--- src/plbl_pkg.sv ---
package plbl_pkg;

	localparam int DEF_SLOTS = 8;

	localparam int SRC_W    = 32;
	localparam int TIME_W   = 32;
	localparam int FAIL_W   = 10;
	localparam int BASE_W   = 16;
	localparam int MAX_W    = 23;
	localparam int RETRY_W  = 22;
	localparam int CFG_W    = 32;
	localparam int CFG_IDXW = 2;

	localparam logic [FAIL_W-1:0] FAIL_CAP    = 10'd1000;
	localparam logic [4:0]        SHIFT_CAP   = 5'd16;
	localparam logic [MAX_W-1:0]  RETRY_MAX   = 23'd4194303;
	localparam logic [9:0]        MS_PER_SEC  = 10'd1000;
	localparam logic [9:0]        ROUND_UP    = 10'd999;

	// floor(x / 1000) == (x * DIV1000_MAGIC) >> DIV1000_SHIFT for any 32-bit x
	localparam logic [28:0] DIV1000_MAGIC = 29'd274877907;
	localparam int          DIV1000_SHIFT = 38;

	localparam logic [FAIL_W-1:0] RST_FREE_ATTEMPTS = 10'd3;
	localparam logic [BASE_W-1:0] RST_BASE_LOCK     = 16'd15;
	localparam logic [MAX_W-1:0]  RST_MAX_LOCK      = 23'd900;
	localparam logic [TIME_W-1:0] RST_DECAY_MS      = 32'd900000;

	typedef enum logic [CFG_IDXW-1:0] {
		REG_FREE_ATTEMPTS,
		REG_BASE_LOCK,
		REG_MAX_LOCK,
		REG_DECAY_MS
	} cfg_reg_t;

	typedef enum logic [1:0] {
		VERDICT_ACCEPT,
		VERDICT_FAIL,
		VERDICT_LOCKED,
		VERDICT_REFUSED
	} verdict_t;

	typedef enum logic [2:0] {
		ST_IDLE,
		ST_SCAN,
		ST_SCAN_END,
		ST_EVAL,
		ST_SECS,
		ST_MUL,
		ST_DONE
	} ctrl_state_t;

	typedef struct packed {
		logic [SRC_W-1:0]  source;
		logic [FAIL_W-1:0] failures;
		logic [TIME_W-1:0] lock_until;
		logic [TIME_W-1:0] last_seen;
	} entry_t;

	typedef struct packed {
		logic load;
		logic rd;
		logic eval;
		logic secs;
		logic mul;
		logic commit;
	} dp_cmd_t;

	typedef struct packed {
		logic scan_last;
	} dp_status_t;

	// zero means unlocked; otherwise locked while the deadline is still ahead
	function automatic logic is_locked(logic [TIME_W-1:0] lock_until, logic [TIME_W-1:0] now);
		logic [TIME_W-1:0] d;
		d = lock_until - now;
		return (lock_until != '0) && (d != '0) && !d[TIME_W-1];
	endfunction

endpackage

--- src/plbl_ram.sv ---
module plbl_ram #(
	parameter int WIDTH = 8,
	parameter int DEPTH = 8,
	parameter int AW    = (DEPTH > 1) ? $clog2(DEPTH) : 1
) (
	input  logic             clk,
	input  logic             we,
	input  logic [AW-1:0]    waddr,
	input  logic [WIDTH-1:0] wdata,
	input  logic             re,
	input  logic [AW-1:0]    raddr,
	output logic [WIDTH-1:0] rdata
);

	logic [WIDTH-1:0] mem [DEPTH];

	always_ff @(posedge clk) begin
		if (we) begin
			mem[waddr] <= wdata;
		end
		if (re) begin
			rdata <= mem[raddr];
		end
	end

endmodule

--- src/plbl_ctrl.sv ---
module plbl_ctrl (
	input  logic                 clk,
	input  logic                 arst_n,
	input  logic                 start,
	output logic                 busy,
	output plbl_pkg::dp_cmd_t    cmd,
	input  plbl_pkg::dp_status_t status
);

	import plbl_pkg::*;

	ctrl_state_t state_q;
	ctrl_state_t state_d;

	always_ff @(posedge clk or negedge arst_n) begin
		if (!arst_n) begin
			state_q <= ST_IDLE;
		end else begin
			state_q <= state_d;
		end
	end

	always_comb begin
		state_d = state_q;
		cmd     = '0;
		case (state_q)
			ST_IDLE: begin
				if (start) begin
					cmd.load = 1'b1;
					state_d  = ST_SCAN;
				end
			end
			ST_SCAN: begin
				cmd.rd = 1'b1;
				if (status.scan_last) begin
					state_d = ST_SCAN_END;
				end
			end
			// last entry read is still in flight
			ST_SCAN_END: begin
				state_d = ST_EVAL;
			end
			ST_EVAL: begin
				cmd.eval = 1'b1;
				state_d  = ST_SECS;
			end
			ST_SECS: begin
				cmd.secs = 1'b1;
				state_d  = ST_MUL;
			end
			ST_MUL: begin
				cmd.mul = 1'b1;
				state_d = ST_DONE;
			end
			ST_DONE: begin
				cmd.commit = 1'b1;
				state_d    = ST_IDLE;
			end
			default: begin
				state_d = ST_IDLE;
			end
		endcase
	end

	assign busy = (state_q != ST_IDLE);

endmodule

--- src/plbl_dp.sv ---
module plbl_dp #(
	parameter int SLOTS = plbl_pkg::DEF_SLOTS
) (
	input  logic                                  clk,
	input  logic                                  arst_n,
	input  plbl_pkg::dp_cmd_t                     cmd,
	output plbl_pkg::dp_status_t                  status,
	input  logic [plbl_pkg::SRC_W-1:0]            source_address,
	input  logic [plbl_pkg::TIME_W-1:0]           now_ms,
	input  logic                                  credentials_ok,
	input  logic                                  cfg_we,
	input  logic [plbl_pkg::CFG_IDXW-1:0]         cfg_index,
	input  logic [plbl_pkg::CFG_W-1:0]            cfg_data,
	output logic                                  done,
	output logic [1:0]                            verdict,
	output logic [plbl_pkg::FAIL_W-1:0]           attempt_count,
	output logic [plbl_pkg::RETRY_W-1:0]          retry_after_seconds,
	output logic [2:0]                            slot_index
);

	import plbl_pkg::*;

	localparam int AW      = (SLOTS > 1) ? $clog2(SLOTS) : 1;
	localparam int ENTRY_W = $bits(entry_t);
	localparam int PROD_W  = TIME_W + 29;

	// configuration
	logic [FAIL_W-1:0] cfg_free_q;
	logic [BASE_W-1:0] cfg_base_q;
	logic [MAX_W-1:0]  cfg_max_q;
	logic [TIME_W-1:0] cfg_decay_q;

	always_ff @(posedge clk or negedge arst_n) begin
		if (!arst_n) begin
			cfg_free_q  <= RST_FREE_ATTEMPTS;
			cfg_base_q  <= RST_BASE_LOCK;
			cfg_max_q   <= RST_MAX_LOCK;
			cfg_decay_q <= RST_DECAY_MS;
		end else if (cfg_we) begin
			case (cfg_reg_t'(cfg_index))
				REG_FREE_ATTEMPTS: cfg_free_q  <= cfg_data[FAIL_W-1:0];
				REG_BASE_LOCK:     cfg_base_q  <= cfg_data[BASE_W-1:0];
				REG_MAX_LOCK:      cfg_max_q   <= cfg_data[MAX_W-1:0];
				REG_DECAY_MS:      cfg_decay_q <= cfg_data[TIME_W-1:0];
				default: ;
			endcase
		end
	end

	// attempt latched at the start transfer
	logic [SRC_W-1:0]  src_q;
	logic [TIME_W-1:0] now_q;
	logic              ok_q;

	always_ff @(posedge clk) begin
		if (cmd.load) begin
			src_q <= source_address;
			now_q <= now_ms;
			ok_q  <= credentials_ok;
		end
	end

	// table: valid bits in flops, entry payload in ram
	logic [SLOTS-1:0]   valid_q;
	logic [AW-1:0]      addr_q;
	logic               rd_valid_s1;
	logic [AW-1:0]      rd_idx_s1;
	logic [ENTRY_W-1:0] rd_word;
	entry_t             rd_entry;
	entry_t             wr_entry;
	logic [AW-1:0]      slot_q;

	plbl_ram #(
		.WIDTH (ENTRY_W),
		.DEPTH (SLOTS),
		.AW    (AW)
	) u_ram (
		.clk   (clk),
		.we    (cmd.commit),
		.waddr (slot_q),
		.wdata (wr_entry),
		.re    (cmd.rd),
		.raddr (addr_q),
		.rdata (rd_word)
	);

	assign rd_entry         = entry_t'(rd_word);
	assign status.scan_last = (addr_q == AW'(SLOTS - 1));

	always_ff @(posedge clk or negedge arst_n) begin
		if (!arst_n) begin
			addr_q      <= '0;
			rd_valid_s1 <= 1'b0;
			valid_q     <= '0;
		end else begin
			rd_valid_s1 <= cmd.rd;
			if (cmd.load) begin
				addr_q <= '0;
			end else if (cmd.rd) begin
				addr_q <= addr_q + 1'b1;
			end
			if (cmd.commit) begin
				valid_q[slot_q] <= 1'b1;
			end
		end
	end

	always_ff @(posedge clk) begin
		rd_idx_s1 <= addr_q;
	end

	// scan: first hit, first free, longest silent unlocked, earliest lock expiry
	logic              hit_q, free_q, lru_q;
	logic [AW-1:0]     hit_idx_q, free_idx_q, lru_idx_q, el_idx_q;
	logic [FAIL_W-1:0] hit_fail_q;
	logic [TIME_W-1:0] hit_lock_q, hit_last_q, lru_age_q, el_lock_q;

	logic              rd_used, rd_match, rd_locked;
	logic [TIME_W-1:0] rd_age, el_diff;
	logic              hit_upd, free_upd, lru_upd, el_upd;

	always_comb begin
		rd_used   = valid_q[rd_idx_s1];
		rd_match  = rd_used && (rd_entry.source == src_q);
		rd_locked = is_locked(rd_entry.lock_until, now_q);
		rd_age    = now_q - rd_entry.last_seen;
		el_diff   = rd_entry.lock_until - el_lock_q;
		hit_upd   = rd_valid_s1 && rd_match && !hit_q;
		free_upd  = rd_valid_s1 && !rd_used && !free_q;
		lru_upd   = rd_valid_s1 && rd_used && !rd_locked && (!lru_q || (rd_age > lru_age_q));
		el_upd    = rd_valid_s1 && rd_used && ((rd_idx_s1 == '0) || el_diff[TIME_W-1]);
	end

	always_ff @(posedge clk or negedge arst_n) begin
		if (!arst_n) begin
			hit_q  <= 1'b0;
			free_q <= 1'b0;
			lru_q  <= 1'b0;
		end else if (cmd.load) begin
			hit_q  <= 1'b0;
			free_q <= 1'b0;
			lru_q  <= 1'b0;
		end else begin
			if (hit_upd) hit_q <= 1'b1;
			if (free_upd) free_q <= 1'b1;
			if (lru_upd) lru_q <= 1'b1;
		end
	end

	always_ff @(posedge clk) begin
		if (hit_upd) begin
			hit_idx_q  <= rd_idx_s1;
			hit_fail_q <= rd_entry.failures;
			hit_lock_q <= rd_entry.lock_until;
			hit_last_q <= rd_entry.last_seen;
		end
		if (free_upd) begin
			free_idx_q <= rd_idx_s1;
		end
		if (lru_upd) begin
			lru_idx_q <= rd_idx_s1;
			lru_age_q <= rd_age;
		end
		if (el_upd) begin
			el_idx_q  <= rd_idx_s1;
			el_lock_q <= rd_entry.lock_until;
		end
	end

	// evaluate the attempt against the chosen slot
	logic              hit_locked, decay_clr, cur_locked, over_quota;
	logic [FAIL_W-1:0] cur_fail, inc_fail, over_raw;
	logic [TIME_W-1:0] cur_lock;
	logic [AW-1:0]     sel_idx;
	logic [4:0]        over_cap;
	verdict_t          verdict_d;
	logic [FAIL_W-1:0] fail_d;

	always_comb begin
		if (hit_q) begin
			sel_idx = hit_idx_q;
		end else if (free_q) begin
			sel_idx = free_idx_q;
		end else if (lru_q) begin
			sel_idx = lru_idx_q;
		end else begin
			sel_idx = el_idx_q;
		end
		hit_locked = is_locked(hit_lock_q, now_q);
		decay_clr  = !hit_locked && ((now_q - hit_last_q) >= cfg_decay_q);
		cur_fail   = (hit_q && !decay_clr) ? hit_fail_q : '0;
		cur_lock   = (hit_q && !decay_clr) ? hit_lock_q : '0;
		cur_locked = hit_q && hit_locked;
		inc_fail   = (cur_fail < FAIL_CAP) ? cur_fail + 1'b1 : cur_fail;
		over_quota = inc_fail > cfg_free_q;
		over_raw   = inc_fail - cfg_free_q - 1'b1;
		over_cap   = (over_raw > FAIL_W'(SHIFT_CAP)) ? SHIFT_CAP : over_raw[4:0];
		if (cur_locked) begin
			verdict_d = VERDICT_REFUSED;
			fail_d    = cur_fail;
		end else if (ok_q) begin
			verdict_d = VERDICT_ACCEPT;
			fail_d    = '0;
		end else if (over_quota) begin
			verdict_d = VERDICT_LOCKED;
			fail_d    = inc_fail;
		end else begin
			verdict_d = VERDICT_FAIL;
			fail_d    = inc_fail;
		end
	end

	verdict_t          verdict_q;
	logic [FAIL_W-1:0] fail_q;
	logic [TIME_W-1:0] lock_q, dist_q, ms_q;
	logic [4:0]        over_q;
	logic [MAX_W-1:0]  secs_q;
	logic [PROD_W-1:0] quot_prod_q;

	logic [TIME_W-1:0] shifted, rnd;
	logic [PROD_W-1:0] quot_prod_d;
	logic [MAX_W+9:0]  ms_full;

	always_comb begin
		shifted     = {{(TIME_W - BASE_W){1'b0}}, cfg_base_q} << over_q;
		rnd         = dist_q + TIME_W'(ROUND_UP);
		quot_prod_d = {29'b0, rnd} * {{TIME_W{1'b0}}, DIV1000_MAGIC};
		ms_full     = {10'b0, secs_q} * {{MAX_W{1'b0}}, MS_PER_SEC};
	end

	always_ff @(posedge clk) begin
		if (cmd.eval) begin
			slot_q    <= sel_idx;
			verdict_q <= verdict_d;
			fail_q    <= fail_d;
			lock_q    <= ok_q && !cur_locked ? '0 : cur_lock;
			over_q    <= over_cap;
			dist_q    <= hit_lock_q - now_q;
		end
		if (cmd.secs) begin
			secs_q      <= (shifted > TIME_W'(cfg_max_q)) ? cfg_max_q : shifted[MAX_W-1:0];
			quot_prod_q <= quot_prod_d;
		end
		if (cmd.mul) begin
			ms_q <= ms_full[TIME_W-1:0];
		end
	end

	// write back and present the result
	logic [RETRY_W-1:0] retry_d;

	always_comb begin
		wr_entry.source     = src_q;
		wr_entry.failures   = fail_q;
		wr_entry.lock_until = (verdict_q == VERDICT_LOCKED) ? now_q + ms_q : lock_q;
		wr_entry.last_seen  = now_q;
		case (verdict_q)
			VERDICT_REFUSED: retry_d = quot_prod_q[DIV1000_SHIFT +: RETRY_W];
			VERDICT_LOCKED:  retry_d = (secs_q > RETRY_MAX) ? RETRY_MAX[RETRY_W-1:0]
			                                                : secs_q[RETRY_W-1:0];
			default:         retry_d = '0;
		endcase
	end

	logic               done_q;
	verdict_t           verdict_out_q;
	logic [FAIL_W-1:0]  count_out_q;
	logic [RETRY_W-1:0] retry_out_q;
	logic [AW-1:0]      slot_out_q;
	logic [AW+2:0]      slot_wide;

	always_ff @(posedge clk or negedge arst_n) begin
		if (!arst_n) begin
			done_q <= 1'b0;
		end else begin
			done_q <= cmd.commit;
		end
	end

	always_ff @(posedge clk) begin
		if (cmd.commit) begin
			verdict_out_q <= verdict_q;
			count_out_q   <= fail_q;
			retry_out_q   <= retry_d;
			slot_out_q    <= slot_q;
		end
	end

	assign slot_wide           = {3'b000, slot_out_q};
	assign done                = done_q;
	assign verdict             = verdict_out_q;
	assign attempt_count       = count_out_q;
	assign retry_after_seconds = retry_out_q;
	assign slot_index          = slot_wide[2:0];

endmodule

--- src/per_source_login_backoff_limiter.sv ---
// the result transfer follows the start transfer after the slot scan and the eval, secs, mul and commit states
// one attempt at a time: start is taken only while idle, and is taken again in the done cycle
// the slot scan reads one table entry a cycle from the single ram read port
// done is a one-cycle strobe; the receiver cannot stall it
// reset: controller idle, all slots free, registers at defaults; no clearing pass
module per_source_login_backoff_limiter #(
	parameter int SLOTS = plbl_pkg::DEF_SLOTS
) (
	input  logic                          clk,
	input  logic                          arst_n,
	input  logic                          start,
	output logic                          busy,
	input  logic [plbl_pkg::SRC_W-1:0]    source_address,
	input  logic [plbl_pkg::TIME_W-1:0]   now_ms,
	input  logic                          credentials_ok,
	output logic                          done,
	output logic [1:0]                    verdict,
	output logic [plbl_pkg::FAIL_W-1:0]   attempt_count,
	output logic [plbl_pkg::RETRY_W-1:0]  retry_after_seconds,
	output logic [2:0]                    slot_index,
	input  logic                          cfg_we,
	input  logic [plbl_pkg::CFG_IDXW-1:0] cfg_index,
	input  logic [plbl_pkg::CFG_W-1:0]    cfg_data
);

	import plbl_pkg::*;

	dp_cmd_t    cmd;
	dp_status_t status;

	plbl_ctrl u_ctrl (
		.clk    (clk),
		.arst_n (arst_n),
		.start  (start),
		.busy   (busy),
		.cmd    (cmd),
		.status (status)
	);

	plbl_dp #(
		.SLOTS (SLOTS)
	) u_dp (
		.clk                 (clk),
		.arst_n              (arst_n),
		.cmd                 (cmd),
		.status              (status),
		.source_address      (source_address),
		.now_ms              (now_ms),
		.credentials_ok      (credentials_ok),
		.cfg_we              (cfg_we),
		.cfg_index           (cfg_index),
		.cfg_data            (cfg_data),
		.done                (done),
		.verdict             (verdict),
		.attempt_count       (attempt_count),
		.retry_after_seconds (retry_after_seconds),
		.slot_index          (slot_index)
	);

endmodule

--- config.mk ---
export PLATFORM = sky130hd
export DESIGN_NAME = per_source_login_backoff_limiter
export DESIGN_NICKNAME = d
export VERILOG_FILES = /design/src/plbl_pkg.sv /design/src/plbl_ram.sv /design/src/plbl_ctrl.sv /design/src/plbl_dp.sv /design/src/per_source_login_backoff_limiter.sv
export SDC_FILE = /design/constraint.sdc
export NUM_CORES = 2
export LEC_CHECK = 0
export BUFFER_PORTS_ARGS = -buffer_cell sky130_fd_sc_hd__buf_2
export CAP_MARGIN = 20
export CORE_MARGIN = 2
export CORE_UTILIZATION = 45
export CTS_CLUSTER_SIZE = 25
export DETAILED_ROUTE_END_ITERATION = 6
export PLACE_DENSITY = 0.71
export SLEW_MARGIN = 5
export SYNTH_ARGS = -nofsm -noshare
export SYNTH_HDL_FRONTEND = slang
export SYNTH_HIERARCHICAL = 1
export SYNTH_SLANG_ARGS = --single-unit
--- constraint.sdc ---
create_clock -name clk -period 11.23 [get_ports clk]
set_clock_uncertainty 0.1 [all_clocks]
set_input_delay 0.5615 -clock clk [delete_from_list [all_inputs] [get_ports clk]]
set_output_delay 0.5615 -clock clk [all_outputs]
set_load 0.01 [all_outputs]
==> flow_metrics.tcl <==
set metrics [dict create \
    post_cts_resize_count 0 \
    worst_setup_path_start_kind "flop" \
    syn_area_per_cell_um2 14.1 \
    die_area_um2 190000 \
    synth-edff-count 1364 \
    fin_nets 7536 \
    fmaxAchievable_ghz 0.101 \
    cts_htree_levels 4 \
    worst-endpoint-required_ps 11730 \
    mappedNetlistNets 7195 \
    setup.worst_path.class "flop to flop" \
    outcome "complete, no violations" \
    synth_sequential_area_ratio_pct 51.9 \
    synth_cell_type_count 94 \
    holdBufCountCts 85 \
    tritoncts_num_sinks 1467 \
    cts.repair_timing.setup_buffer_count 0 \
    die_height_um 436 \
    timing.hold.ws_ps 53.0 \
    max_slew.worst_pin.slew_ps 1180 \
    setup_viol 0 \
    gp_congestion 0.935 \
    post_synth_main_area_contributors "sky130_fd_sc_hd__edfxtp_1 (49%), sky130_fd_sc_hd__ha_1 (11%), sky130_fd_sc_hd__fa_1 (9.2%)" \
    yosys_warnings 6 \
    share_of_the_synthesized_area_in_the_top_cell_type_pct 48.8 \
    cts_tree "yes" \
    grt_first_pass_wirelength_um 314000 \
    clock_buffer_count_from_cts 146 \
    maxSlewHeadroom_pct 20.8 \
    grt_start_max_net_pins 123 \
    rows 158 \
    floorplan.io_pins 142 \
    route.detailed.wl_per_inst_um 23.2 \
    synth_async_sr_flop_share_pct 6.82 \
    fp.dieW_um 436 \
    cts_max_path_buffers 3 \
    syn_area_um2 83900 \
    dominantRegCellSynth "sky130_fd_sc_hd__edfxtp_1" \
    share_of_final_layout_standard_cells_stronger_than_drive_strength_1_pct 15.4 \
    final_antenna_diode_count 0 \
    critical_path.max_stage_delay_ps 670 \
    final_min_period_over_clock_period_pct 87.7 \
    clkTransAtPathRegs_ps 60 \
    yosysTopAreaCell "sky130_fd_sc_hd__edfxtp_1" \
    initial_standard_cell_utilization_of_the_core_pct 45.3 \
    finalSetupTns_ps 0 \
    layout-area-overhead-vs-synth_pct 11.7 \
    postSynthRegisterBits 1467 \
    routed_vias 50100 \
    wirelength_um 207000 \
    ant_nets 0 \
    critPathArrivalTime_ps 10350 \
    slew_violations 0 \
    slowest_stage_cell_on_the_critical_path "sky130_fd_sc_hd__o21ai_0" \
    grtUsageTotal_pct 21.8 \
    io_buffers 141 \
    syn-instance-count 5972 \
    grt_pass1_vias 51400 \
    core_area_um2 185000 \
    detailed_place_hpwl_um 144000 \
    cp_common_cell "sky130_fd_sc_hd__o21ai_0" \
    maxCapViolCount 0 \
    drt-initial-drc-count 4531 \
    critPathMaxFanout 13 \
    drt_drc_violations_left 0 \
    hold_viol 0 \
    post_drt_via_cell_ratio 5.62 \
    fin_ws_ps 1380 \
    post-route-util_pct 50.5 \
    timing.critical_path.to_type "flop" \
    firstDrtPassIters 6 \
    cts.root.buffer_cell "sky130_fd_sc_hd__clkbuf_16" \
    place_worst_setup_slack_ps 1390 \
    initial_antenna_violation_count 6 \
    worstSkewPairLatency_ps 810 \
    grt_setup_unrepaired "false" \
    timing.final.crit_period_ps 9850 \
    grt_overflow 0 \
    hold_path_class "input port to flop" \
]
logic make-up after synthesis:
kind of cell	after synthesis	share of synthesized area, %
DFF	1467	51.9
buffers and inverters	1001	4.75
and+or+nand+nor	848	5.07
adders and majority gates	1120	20.2
xor gates and xnor gates	236	2.46
muxes	456	8.97
AOI/OAI and AO/OA	844	6.69
placed cells by master (no fill, tap or decap), types with 47 or more instances in the layout:
cell type / synthesis / final
sky130_fd_sc_hd__a21o_1: 118 / 118
sky130_fd_sc_hd__inv_1: 867 / 867
sky130_fd_sc_hd__a21oi_1: 206 / 206
sky130_fd_sc_hd__dfrtp_1: 79 / 76
sky130_fd_sc_hd__buf_4: 1 / 93
sky130_fd_sc_hd__nand3_1: 61 / 61
sky130_fd_sc_hd__mux2_2: 211 / 211
sky130_fd_sc_hd__fa_1: 386 / 386
sky130_fd_sc_hd__ha_1: 734 / 734
sky130_fd_sc_hd__mux4_2: 216 / 216
sky130_fd_sc_hd__xor2_1: 80 / 80
sky130_fd_sc_hd__nor2b_1: 47 / 47
sky130_fd_sc_hd__nand2b_1: 51 / 51
sky130_fd_sc_hd__o21ai_0: 182 / 182
sky130_fd_sc_hd__nand4_1: 72 / 72
sky130_fd_sc_hd__clkbuf_16: 0 / 148
sky130_fd_sc_hd__nand2_1: 184 / 183
sky130_fd_sc_hd__edfxtp_1: 1364 / 1364
sky130_fd_sc_hd__nor2_1: 209 / 199
sky130_fd_sc_hd__and2_1: 47 / 47
sky130_fd_sc_hd__dlygate4sd3_1: 0 / 85
sky130_fd_sc_hd__buf_2: 34 / 140
sky130_fd_sc_hd__xnor2_1: 156 / 154
critical path, delay by kind of cell, from the launching register on:
kind / cells / cell delay, ps
AOI/OAI and AO/OA: 22 / 4210
adders and majority gates: 5 / 1530
xor gates and xnor gates: 1 / 460
DFF: 1 / 660
and+or+nand+nor: 11 / 2210
buffers and inverters: 3 / 490
synthesized netlist by cell type (all sizes together) (26+ instances only):
master and instances:
xnor2 156, nor2b 47, ha 734, edfxtp 1364
nand2b 52, nand4 72, and3 28, mux2 211
clkbuf 66, buf 67, a31oi 29, o21bai 26
nor3 48, inv 867, and2 47, o21a 35
nor2 210, nand2 184, xor2 80, nor4 38
mux2i 29, nand3 61, dfrtp 79, mux4 216
o21ai 187, a21o 118, a21oi 210, fa 386
final timing paths:
path / start / to / slack [ps] / cells past startpoint
max: u_dp/now_q[0] / u_dp/over_q[2] / 1380 / 42
min: cfg_index[0] / u_dp/cfg_free_q[3] / 50 / 4
max reg2reg: u_dp/now_q[0] / u_dp/over_q[2] / 1380 / 42
min reg2reg: u_dp/u_ram/rdata[70] / u_dp/hit_fail_q[6] / 320 / 0
max in group asynchronous: arst_n / u_dp/cfg_max_q[1] / 9500 / 3
min in group asynchronous: arst_n / u_dp/addr_q[1] / 220 / 2
routing by layer:
metal / GRT usage [%] / part of all wire (%)
met5: 0 / 0.0063
met4: 5.73 / 2.3
met3: 3.20 / 6.9
met2: 35.4 / 47
met1: 30.7 / 43
per-stage QoR:
stage / cells / area, µm²
2_1_floorplan: 5972 / 83900
3_3_place_gp: 8554 / 87900
3_5_place_dp: 8555 / 87900
4_1_cts: 8908 / 93600
5_1_grt: 8913 / 93700
6_report: 8913 / 93700
state kept, by name, indices dropped and copies added, names as in the netlist, 5 cells and up:
signal	cells
u_dp/dist_q	32
u_dp/hit_fail_q	10
u_dp/hit_last_q	32
u_dp/secs_q	23
u_dp/cfg_max_q	23
u_dp/el_lock_q	32
u_dp/over_q	5
u_dp/now_q	32
u_dp/cfg_free_q	10
u_dp/u_ram/rdata	106
u_dp/lock_q	32
u_dp/cfg_decay_q	32
u_dp/hit_lock_q	32
u_dp/cfg_base_q	16
u_dp/quot_prod_q	22
u_dp/ms_q	29
u_dp/src_q	32
u_dp/valid_q	8
u_dp/u_ram/mem	848
u_dp/lru_age_q	32
u_dp/retry_after_seconds	22
u_dp/attempt_count	10
u_dp/fail_q	10
final cells by class:
type                    instances  area (µm²)
fillers                     15500       91700
flip-flops and latches       1467       43600
multi-input cells            3504       36500
clock buffers                 186        3970
inverters                     868        3260
well taps                    2480        3100
repair buffers                326        2360
clock inverters                82         911
Power is not shown: default switching activity piles up to over one toggle a cycle in this logic, so the estimate is an artifact.
